==> src/design/ggrm_pkg.sv <==
// Package for the gray-to-glyph run mapper: payload structs, register
// indexes, the Q0.16 density threshold table and the glyph ramp.
// Depends on nothing; every design file imports it.
package ggrm_pkg;

    // Field widths fixed by the interface.
    localparam int LEVEL_W = 8;
    localparam int RANK_W  = 7;
    localparam int CODE_W  = 7;
    localparam int THR_W   = 16;
    localparam int PROD_W  = THR_W + LEVEL_W;

    // Number of thresholds and glyphs in the constant tables.
    localparam int THR_LEN = 92;

    // Configuration register indexes.
    localparam int CFG_IDX_W = 2;
    localparam logic [CFG_IDX_W-1:0] CFG_MIN_LEVEL = 2'd0;
    localparam logic [CFG_IDX_W-1:0] CFG_MAX_LEVEL = 2'd1;
    localparam logic [CFG_IDX_W-1:0] CFG_TOLERANCE = 2'd2;
    localparam logic [CFG_IDX_W-1:0] CFG_COLOR_EN  = 2'd3;

    // One input pixel.
    typedef struct packed {
        logic [LEVEL_W-1:0] gray_level;
        logic [LEVEL_W-1:0] red_level;
        logic [LEVEL_W-1:0] green_level;
        logic [LEVEL_W-1:0] blue_level;
        logic               frame_start;
        logic               row_end;
    } t_ggrm_in;

    // One output glyph.
    typedef struct packed {
        logic [CODE_W-1:0]  glyph_code;
        logic [RANK_W-1:0]  glyph_rank;
        logic               run_start;
        logic [LEVEL_W-1:0] run_red;
        logic [LEVEL_W-1:0] run_green;
        logic [LEVEL_W-1:0] run_blue;
        logic               line_end;
    } t_ggrm_out;

    // Nondecreasing density thresholds, each round(t * 65536).
    localparam logic [THR_W-1:0] THR_Q16 [THR_LEN] = '{
        16'd0,     16'd4922,  16'd5433,  16'd5557,  16'd8041,  16'd9195,
        16'd10217, 16'd12124, 16'd14307, 16'd15840, 16'd16849, 16'd18691,
        16'd19019, 16'd19130, 16'd20310, 16'd20919, 16'd21181, 16'd21588,
        16'd22177, 16'd23652, 16'd23717, 16'd24032, 16'd24491, 16'd24556,
        16'd25153, 16'd25697, 16'd25952, 16'd26110, 16'd26169, 16'd26706,
        16'd26811, 16'd26876, 16'd27525, 16'd27722, 16'd27833, 16'd28010,
        16'd28135, 16'd28364, 16'd28718, 16'd28738, 16'd28967, 16'd29314,
        16'd29340, 16'd29511, 16'd29898, 16'd30015, 16'd30212, 16'd30396,
        16'd30586, 16'd30710, 16'd30756, 16'd30822, 16'd31674, 16'd31988,
        16'd32401, 16'd32460, 16'd32716, 16'd36104, 16'd36484, 16'd36497,
        16'd36641, 16'd36713, 16'd36713, 16'd37028, 16'd37854, 16'd37860,
        16'd38129, 16'd38470, 16'd39138, 16'd39315, 16'd39603, 16'd39643,
        16'd39931, 16'd39970, 16'd42369, 16'd42998, 16'd43221, 16'd43457,
        16'd44001, 16'd44296, 16'd44623, 16'd44669, 16'd45384, 16'd46131,
        16'd46439, 16'd47415, 16'd47854, 16'd48051, 16'd49820, 16'd51341,
        16'd52671, 16'd65529
    };

    // Glyph ramp from sparse to dense; character 0 sits in the top byte.
    localparam logic [8*THR_LEN-1:0] GLYPH_RAMP = {
        " `.-':_,^=;><+!rc*/",
        "z?sLTv)J7(|Fi{C}fI31tlu[neoZ5Yxjya]",
        "2ESwqkP6h9d4VpOGbUAKXHm8RD#$Bg0MNWQ%&@"
    };

    // ASCII code of the glyph at a given density rank.
    function automatic logic [CODE_W-1:0] glyph_of(input logic [RANK_W-1:0] rank);
        int pos;
        pos = 8 * (THR_LEN - 1 - int'(rank));
        return GLYPH_RAMP[pos +: CODE_W];
    endfunction

endpackage

==> src/design/gray_to_glyph_run_mapper.sv <==
// Gray-to-glyph run mapper: ranks each pixel's gray level against the density
// thresholds and reuses the previous glyph while brightness stays in tolerance.
// A request passes the stage-1, stage-2 and output registers in turn; one
// request is accepted every cycle, limited only by the output stall.
// Reset (synchronous, active low) empties the pipeline, clears the run state
// and loads the register reset values.
module gray_to_glyph_run_mapper
    import ggrm_pkg::*;
#(
    parameter int RAMP_SIZE = 92
) (
    input  logic                 i_clk,
    input  logic                 i_rst_n,
    // Pixel request channel.
    input  logic                 i_in_valid,
    output logic                 o_in_stall,
    input  t_ggrm_in             i_in_data,
    // Glyph result channel.
    output logic                 o_out_valid,
    input  logic                 i_out_stall,
    output t_ggrm_out            o_out_data,
    // Configuration write channel.
    input  logic                 i_cfg_valid,
    output logic                 o_cfg_ready,
    input  logic [CFG_IDX_W-1:0] i_cfg_index,
    input  logic [LEVEL_W-1:0]   i_cfg_data
);

    // Glyphs in use: the ramp cannot exceed the threshold table.
    localparam int NUM_GLYPH = (RAMP_SIZE < THR_LEN) ? RAMP_SIZE : THR_LEN;
    localparam int MASK_W    = 2 ** RANK_W;

    // Configuration registers.
    logic [LEVEL_W-1:0] r_min_level;
    logic [LEVEL_W-1:0] r_max_level;
    logic [LEVEL_W-1:0] r_tolerance;
    logic               r_color_en;

    // Pipeline registers.
    logic               r_s1_valid;
    t_ggrm_in           r_s1_data;
    logic               r_s2_valid;
    t_ggrm_in           r_s2_data;
    logic [MASK_W-1:0]  r_s2_mask;
    logic               r_out_valid;
    t_ggrm_out          r_out_data;

    // Run state.
    logic [LEVEL_W-1:0] r_kept_bright;
    logic [RANK_W-1:0]  r_kept_rank;
    logic [LEVEL_W-1:0] r_kept_red;
    logic [LEVEL_W-1:0] r_kept_green;
    logic [LEVEL_W-1:0] r_kept_blue;

    logic               out_ready;
    logic               s2_ready;
    logic               s1_ready;

    logic [MASK_W-1:0]  n_mask;
    logic [RANK_W-1:0]  n_rank;
    logic [LEVEL_W-1:0] n_kept_bright;
    logic [RANK_W-1:0]  n_kept_rank;
    logic [LEVEL_W-1:0] n_kept_red;
    logic [LEVEL_W-1:0] n_kept_green;
    logic [LEVEL_W-1:0] n_kept_blue;
    logic               n_run_start;

    // Each stage moves on when the stage after it has room.
    assign out_ready   = !r_out_valid || !i_out_stall;
    assign s2_ready    = !r_s2_valid || out_ready;
    assign s1_ready    = !r_s1_valid || s2_ready;
    assign o_in_stall  = !s1_ready;
    assign o_cfg_ready = 1'b1;
    assign o_out_valid = r_out_valid;
    assign o_out_data  = r_out_data;

    // Configuration writes.
    always_ff @(posedge i_clk) begin
        if (!i_rst_n) begin
            r_min_level <= '0;
            r_max_level <= '1;
            r_tolerance <= LEVEL_W'(15);
            r_color_en  <= 1'b1;
        end else if (i_cfg_valid && o_cfg_ready) begin
            unique case (i_cfg_index)
                CFG_MIN_LEVEL: r_min_level <= i_cfg_data;
                CFG_MAX_LEVEL: r_max_level <= i_cfg_data;
                CFG_TOLERANCE: r_tolerance <= i_cfg_data;
                CFG_COLOR_EN:  r_color_en  <= i_cfg_data[0];
                default: ;
            endcase
        end
    end

    // Threshold compare: mark every rank whose scaled threshold does not
    // exceed the offset gray level. A flat frame or a pixel at or below the
    // minimum leaves the mask empty, which later gives rank zero.
    always_comb begin
        logic [LEVEL_W-1:0] gray_clip;
        logic [LEVEL_W-1:0] span;
        logic [PROD_W-1:0]  num;
        logic [PROD_W-1:0]  prod;
        logic               rank_zero;
        gray_clip = (r_s1_data.gray_level > r_max_level) ? r_max_level
                                                         : r_s1_data.gray_level;
        span      = r_max_level - r_min_level;
        num       = {gray_clip - r_min_level, {THR_W{1'b0}}};
        rank_zero = (r_max_level <= r_min_level) ||
                    (r_s1_data.gray_level <= r_min_level);
        n_mask    = '0;
        for (int i = 0; i < NUM_GLYPH; i++) begin
            prod      = PROD_W'({{LEVEL_W{1'b0}}, THR_Q16[i]} *
                                {{THR_W{1'b0}}, span});
            n_mask[i] = !rank_zero && (prod <= num);
        end
    end

    // Rank search: the mask is a thermometer code, so a binary search over
    // its bits finds the highest set position in one step per rank bit.
    always_comb begin
        logic [RANK_W-1:0] cand;
        n_rank = '0;
        for (int b = RANK_W - 1; b >= 0; b--) begin
            cand = n_rank | RANK_W'(1 << b);
            if (r_s2_mask[cand]) begin
                n_rank = cand;
            end
        end
    end

    // Run decision: a frame start clears the kept run first; the pixel
    // continues the run if its brightness stays within tolerance.
    always_comb begin
        logic [LEVEL_W-1:0] base_bright;
        logic [LEVEL_W-1:0] diff;
        if (r_s2_data.frame_start) begin
            base_bright  = '0;
            n_kept_rank  = '0;
            n_kept_red   = '0;
            n_kept_green = '0;
            n_kept_blue  = '0;
        end else begin
            base_bright  = r_kept_bright;
            n_kept_rank  = r_kept_rank;
            n_kept_red   = r_kept_red;
            n_kept_green = r_kept_green;
            n_kept_blue  = r_kept_blue;
        end
        n_kept_bright = base_bright;
        diff = (r_s2_data.gray_level >= base_bright) ?
               (r_s2_data.gray_level - base_bright) :
               (base_bright - r_s2_data.gray_level);
        n_run_start = !(diff < r_tolerance);
        if (n_run_start) begin
            n_kept_bright = r_s2_data.gray_level;
            n_kept_rank   = n_rank;
            n_kept_red    = r_s2_data.red_level;
            n_kept_green  = r_s2_data.green_level;
            n_kept_blue   = r_s2_data.blue_level;
        end
    end

    // Pipeline valid bits.
    always_ff @(posedge i_clk) begin
        if (!i_rst_n) begin
            r_s1_valid  <= 1'b0;
            r_s2_valid  <= 1'b0;
            r_out_valid <= 1'b0;
        end else begin
            if (s1_ready) begin
                r_s1_valid <= i_in_valid;
            end
            if (s2_ready) begin
                r_s2_valid <= r_s1_valid;
            end
            if (out_ready) begin
                r_out_valid <= r_s2_valid;
            end
        end
    end

    // Pipeline payload.
    always_ff @(posedge i_clk) begin
        if (s1_ready && i_in_valid) begin
            r_s1_data <= i_in_data;
        end
        if (s2_ready && r_s1_valid) begin
            r_s2_data <= r_s1_data;
            r_s2_mask <= n_mask;
        end
        if (out_ready && r_s2_valid) begin
            r_out_data.glyph_code <= glyph_of(n_kept_rank);
            r_out_data.glyph_rank <= n_kept_rank;
            r_out_data.run_start  <= n_run_start;
            r_out_data.run_red    <= r_color_en ? n_kept_red   : '0;
            r_out_data.run_green  <= r_color_en ? n_kept_green : '0;
            r_out_data.run_blue   <= r_color_en ? n_kept_blue  : '0;
            r_out_data.line_end   <= r_s2_data.row_end;
        end
    end

    // Run state advances once per pixel handed to the output register.
    always_ff @(posedge i_clk) begin
        if (!i_rst_n) begin
            r_kept_bright <= '0;
            r_kept_rank   <= '0;
            r_kept_red    <= '0;
            r_kept_green  <= '0;
            r_kept_blue   <= '0;
        end else if (out_ready && r_s2_valid) begin
            r_kept_bright <= n_kept_bright;
            r_kept_rank   <= n_kept_rank;
            r_kept_red    <= n_kept_red;
            r_kept_green  <= n_kept_green;
            r_kept_blue   <= n_kept_blue;
        end
    end

endmodule
==> config.mk <==
export PLATFORM = sky130hd
export DESIGN_NAME = gray_to_glyph_run_mapper
export DESIGN_NICKNAME = d
export VERILOG_FILES = /design/src/design/ggrm_pkg.sv /design/src/design/gray_to_glyph_run_mapper.sv
export SDC_FILE = /design/constraint.sdc
export NUM_CORES = 2
export LEC_CHECK = 0
export BUFFER_PORTS_ARGS = -buffer_cell sky130_fd_sc_hd__buf_2
export CAP_MARGIN = 40
export CORE_UTILIZATION = 31
export DETAILED_ROUTE_END_ITERATION = 10
export PLACE_DENSITY_LB_ADDON = 0.3
export SYNTH_ARGS = -nofsm -noshare
export SYNTH_HDL_FRONTEND = slang
export SYNTH_SLANG_ARGS = --single-unit
==> constraint.sdc <==
create_clock -name i_clk -period 18.7 [get_ports i_clk]
set_input_delay 2.805 -clock i_clk [delete_from_list [all_inputs] [get_ports i_clk]]
set_output_delay 2.805 -clock i_clk [all_outputs]
set_load 0.01 [all_outputs]
After elaboration in Yosys (flattened, before gate mapping)
Index checks and enable logic that the tools add are counted.
{ "op_classes": {"n_shift": 1, "reduce_logical": 110, "n_addsub": 5, "magnitude_cmp": 102, "mul": 90, "n_mux": 31, "eq_ne": 3} }
{ "ops": {"columns": ["op", "count"], "rows": [
  ["<= comparator 23 x 24 -> 1 bit", 47],
  ["<= comparator 24 bit", 34],
  ["variable part select 736 x 11 -> 7 bit, first input constant", 1],
  ["multiplier 15 x 8 -> 23 bit, first input constant", 25],
  ["multiplier 16 x 8 -> 24 bit, first input constant", 21],
  ["multiplier 14 x 8 -> 22 bit, first input constant", 21],
  ["multiplier 13 x 8 -> 21 bit, first input constant", 18],
  ["<= comparator 22 x 24 -> 1 bit", 5],
  ["<= comparator 21 x 24 -> 1 bit", 4],
  ["logical AND 1 bit", 94],
  ["2-to-1 mux 8 bit", 10],
  ["< comparator 7 x 8 -> 1 bit, second input constant", 6],
  ["multiplier 12 x 8 -> 20 bit, first input constant", 2],
  ["binary-select mux 1 bit (select 6 bit)", 6],
  ["multiplier 10 x 8 -> 18 bit, first input constant", 2],
  ["subtractor 8 bit", 4],
  ["<= comparator 1 x 24 -> 1 bit, first input constant", 1],
  ["2-to-1 mux 7 bit", 3],
  ["multiplier 9 x 8 -> 17 bit, first input constant", 1],
  ["<= comparator 8 bit", 2],
  [">= comparator 8 bit", 1],
  ["greater-than comparator 8 bit", 1],
  ["< comparator 8 bit", 1],
  ["AND reduction 2 bit", 4],
  ["12 further kinds", 28]
]} }
{ "word_totals": {"word_cells": 374, "ff_bits": 267, "in_bits": 49} }

Depth between registers and ports, before layout
{ "logic_depth": {"depth_word": 22, "mapped_depth": 45} }

Least setup slack after synthesis
No wires, ideal clock.
{ "synth_timing": {"kind": "reg-to-reg", "from": "register r_max_level[0]", "to": "register r_s2_mask[27] (data pin)", "period_less_slack_ns": 13.298, "stages_incl_launch_ff": 35, "slack_ns": 5.402, "arrival_time_ns": 13.151, "t_required_ns": 18.553, "cell_sequence": "dfxtp_1 inv_1 ha_1 inv_1 ha_1 inv_1 fa_1 inv_1 ha_1 inv_1 fa_1 nor2b_1 o21a_1 o21a_1 o21ai_0 a21boi_0 o21ai_0 a21oi_1 o31ai_1 a21boi_0 o21ai_0 a21oi_1 o21a_1 nor2_1 a2bb2oi_1 nor2b_1 xnor2_1 ha_1 nand3_1 nor3_1 o2111ai_1 or4_1 or2_2 or4b_2 a21oi_1"} }
{ "synth_via": {"elab_chain_len": 5} }
{ "synth_rtl": {"columns": ["item", "line_no", "rtl"], "rows": [
  ["start: declaration", "gray_to_glyph_run_mapper.sv:35", "logic [LEVEL_W-1:0] r_max_level;"],
  ["start signal: assignment", "gray_to_glyph_run_mapper.sv:87", "CFG_MAX_LEVEL: r_max_level <= i_cfg_data;"],
  ["parallel branches: the longest is 4 deep, another holds <= comparator 23 x 24 -> 1 bit", null, null],
  ["logical AND 1 bit (*)", "gray_to_glyph_run_mapper.sv:114", "n_mask[i] = !rank_zero && (prod <= num);"],
  ["named net n_mask[27]", "gray_to_glyph_run_mapper.sv:59", "logic [MASK_W-1:0] n_mask;"],
  ["end signal: assignment", "gray_to_glyph_run_mapper.sv:189", "r_s2_mask <= n_mask;"],
  ["end: declaration", "gray_to_glyph_run_mapper.sv:44", "logic [MASK_W-1:0] r_s2_mask;"]
]} }
Mark *: on every way through the listed nets, which the timed path passes.
A chain may end at the register's enable or synchronous reset.

Final worst setup path
{ "layout_timing": {"from": "register r_min_level[0]", "to": "register r_s2_mask[27] (data pin)"} }
{ "layout_via": {"elab_chain_len": 4} }
{ "layout_rtl": {"columns": ["item", "line_no", "rtl"], "rows": [
  ["start: declaration", "gray_to_glyph_run_mapper.sv:34", "logic [LEVEL_W-1:0] r_min_level;"],
  ["start signal: assignment", "gray_to_glyph_run_mapper.sv:86", "CFG_MIN_LEVEL: r_min_level <= i_cfg_data;"],
  ["subtractor 8 bit (tied with other cells)", "gray_to_glyph_run_mapper.sv:106", "span = r_max_level - r_min_level;"],
  ["multiplier 14 x 8 -> 22 bit or logical OR 1 bit (tied branches)", "gray_to_glyph_run_mapper.sv:112, gray_to_glyph_run_mapper.sv:108", null],
  ["<= comparator 23 x 24 -> 1 bit or zero test 1 bit (tied branches)", "gray_to_glyph_run_mapper.sv:114", null],
  ["logical AND 1 bit (*)", "gray_to_glyph_run_mapper.sv:114", null],
  ["named net n_mask[27]", "gray_to_glyph_run_mapper.sv:59", null]
]} }
The timed path passes the listed nets; every way through them passes the cells marked *.

==> results.toml <==
[run_status]
status = "finished, final reports clean"

[timing]
rsz0062_at_grt = "false"
max_slew_margin_pct = 27.1
fin_skew_ns = 0.0356
finalSetupViolations = 0
tns_ns = 0
timing.fmax_mhz = 73.6
report.final.slew_viol_count = 0
finalHoldViolations = 0
finalCritPeriodShare_pct = 72.6
min_period_ns = 13.58
worst_pin_slew_ns = 1.09

[global_route]
grt_remaining_overflow = 0
grt_usage_pct = 36.7
grt_antenna_before_repair = 70
grt_pass1_wl_um = 821000
grt_max_degree = 77
first_global_vias = 92200

[floorplanning]
initial_utilization_pct = 31.2
die_w_um = 577
ios = 92
core_area_mm2 = 0.328
rows = 210
fp.dieArea_mm2 = 0.333
dieHeight_um = 577

[clock_network]
cts_tree = "built"
cts_inserted_buffers = 42
cts_max_level = 2
clock-sinks = 265
cts-root-buf = "clkbuf_16"
ctsHoldBuffers = 0
cts_setup_buffers = 0
cts_buffer_depth = 3
worstSkewPairLatency_ns = 0.72
clk_pin_slew_ns = 0.06
cts_resized = 0

[cells_and_area]
multi_input_area_mm2 = 0.0886
layout.nets = 15500
drive_gt1_share_pct = 5.80
final_common_cell = "ha_1"
seqCellArea_mm2 = 0.00729
area_delta_synth_final_pct = 10.1
n_fill_cell = 34500
mostFrequentLayoutCells = "ha_1, inv_1, a21oi_1, fa_1, xnor2_1"

[yosys]
syn_inst = 12000
synth-seq-cells = 265
synth_cell_type_count = 101
netlist_area_mm2 = 0.102
synth_top_flop_cell = "edfxtp_1"
seq_area_frac_synth_pct = 7.11
synthArstFlopShare_pct = 0
synth.avg_cell_area_um2 = 8.54
synth_fp_nets = 15200
synth_edf_count = 198
synth_warnings = 0

[detailed_routing]
first_pass_iters = 6
drt-wirelength-per-cell_um = 37.4
vias = 97600
ant_nets = 0
viasPerCell = 5.84
drcViolationCount = 0
drtIter0Drc = 12000
routed_wl_um = 625000

[worst_setup_path]
cpPeakStageDelay_ns = 0.77
critPathRequiredTime_ns = 19.24
endpoint_kind = "register"
start_kind = "register"
crit_path_start = "r_min_level[0]$_SDFFE_PN0P_"
cp_slowest_cell = "fa_1"
crit_family = "adder cells"
critical_path.max_fanout = 17
cp.arrival_ns = 14.13
cp.buffers_inverters = 8
reg2reg_from = "r_min_level[0]$_SDFFE_PN0P_"
worstSetupPathType = "register to register"

[run]
max_cap_violations = 0

[placed_design]
place_congestion = 1.13
dp_hpwl_um = 532000
port_buffers = 90

[min_path]
hp-start = "r_s1_data[16]$_DFFE_PP_"
hold_class = "register to register"
==> layout make-up <==
class | instances | area share, %
timing repair buffer | 476 | 3.37
clock buffer | 46 | 0.953
inverter | 1635 | 5.45
clock inverter | 32 | 0.334
sequential | 265 | 6.46
tap | 4346 | 4.82
multi-input combinational | 9881 | 78.5
antenna | 38 | 0.0843
==> registers in the layout, indices dropped and copies added (netlist names) <==
register / cells
r_kept_green: 8
r_kept_red: 8
r_tolerance: 8
r_min_level: 8
r_color_en: 1
r_kept_bright: 8
r_s2_mask: 90
o_out_valid: 1
r_s2_data: 34
r_kept_blue: 8
r_max_level: 8
r_s2_valid: 1
o_out_data: 40
r_kept_rank: 7
r_s1_data: 34
r_s1_valid: 1
==> through the flow <==
stage | hold slack (ns) | cells | area, um^2 | worst slack [ns] | util (%)
after floorplan | 0.400 | 12000 | 102000 | 5.40 | -
after global placement | 0.400 | 16500 | 110000 | 5.49 | 33.6
after detailed placement | 0.405 | 16600 | 111000 | 5.47 | 33.9
after CTS | 0.419 | 16700 | 113000 | 5.37 | 34.3
after global routing | 0.425 | 16700 | 113000 | 4.66 | 34.4
final | 0.418 | 16700 | 113000 | 5.12 | 34.4
==> worst paths after layout <==
| path | to | slack [ns] | depth (start not counted) |
|---|---|---|---|
| worst max-delay path | r_s2_mask[27]$_DFFE_PP_ | 5.12 | 43 |
| worst max register to register | r_s2_mask[27]$_DFFE_PP_ | 5.12 | 43 |
| worst min-delay path | r_s2_data[16]$_DFFE_PP_ | 0.42 | 0 |
| worst min register to register | r_s2_data[16]$_DFFE_PP_ | 0.42 | 0 |
==> kinds of logic after synthesis <==
group	share of synthesized area, %
AO/OA/AOI/OAI	18.8
XOR/XNOR	8.35
adder cells (fa/ha/maj)	45.6
buffers and inverters	6.81
flip-flops	7.11
multiplexers	0.559
other	0.00366
AND/OR/NAND/NOR	12.8
==> synth_stat cells (21+ instances only) <==
cell type  number  area [um^2]
ha_1         2250        28200
inv_1        1625         6100
a21oi_1       943         4720
fa_1          925        18500
xnor2_1       775         6790
o21ai_0       743         3720
nor2_1        670         2510
nand2_1       425         1600
o21a_1        360         2700
nor2b_1       305         1910
nand2b_1      280         1750
nor3_1        263         1320
o21bai_1      245         1840
a21o_1        203         1520
xor2_1        202         1770
edfxtp_1      198         5950
clkbuf_1      176          661
a21boi_0      166         1250
nand4_1       161         1010
nand3_1       127          636
nor4_1         95          594
dfxtp_1        67         1340
or3_1          66          413
a31oi_1        63          394
o211ai_1       51          383
o2111ai_1      45          394
and3_1         42          263
a22oi_1        40          300
or2_2          37          231
mux2i_1        35          350
a211oi_1       31          233
nor3b_1        31          233
o22ai_1        21          131
==> layer usage <==
layer	share of wire (%)	routed length [um]	global-route usage, %
met2	41	256000	54.0
met1	40	250000	46.2
met5	0.030	185	0
met4	9.5	59100	28.4
met3	9.5	59300	8.75
Power is left out: the tool's default activity adds up to more than one toggle a clock period on the data nets, which glitch-free logic cannot reach.
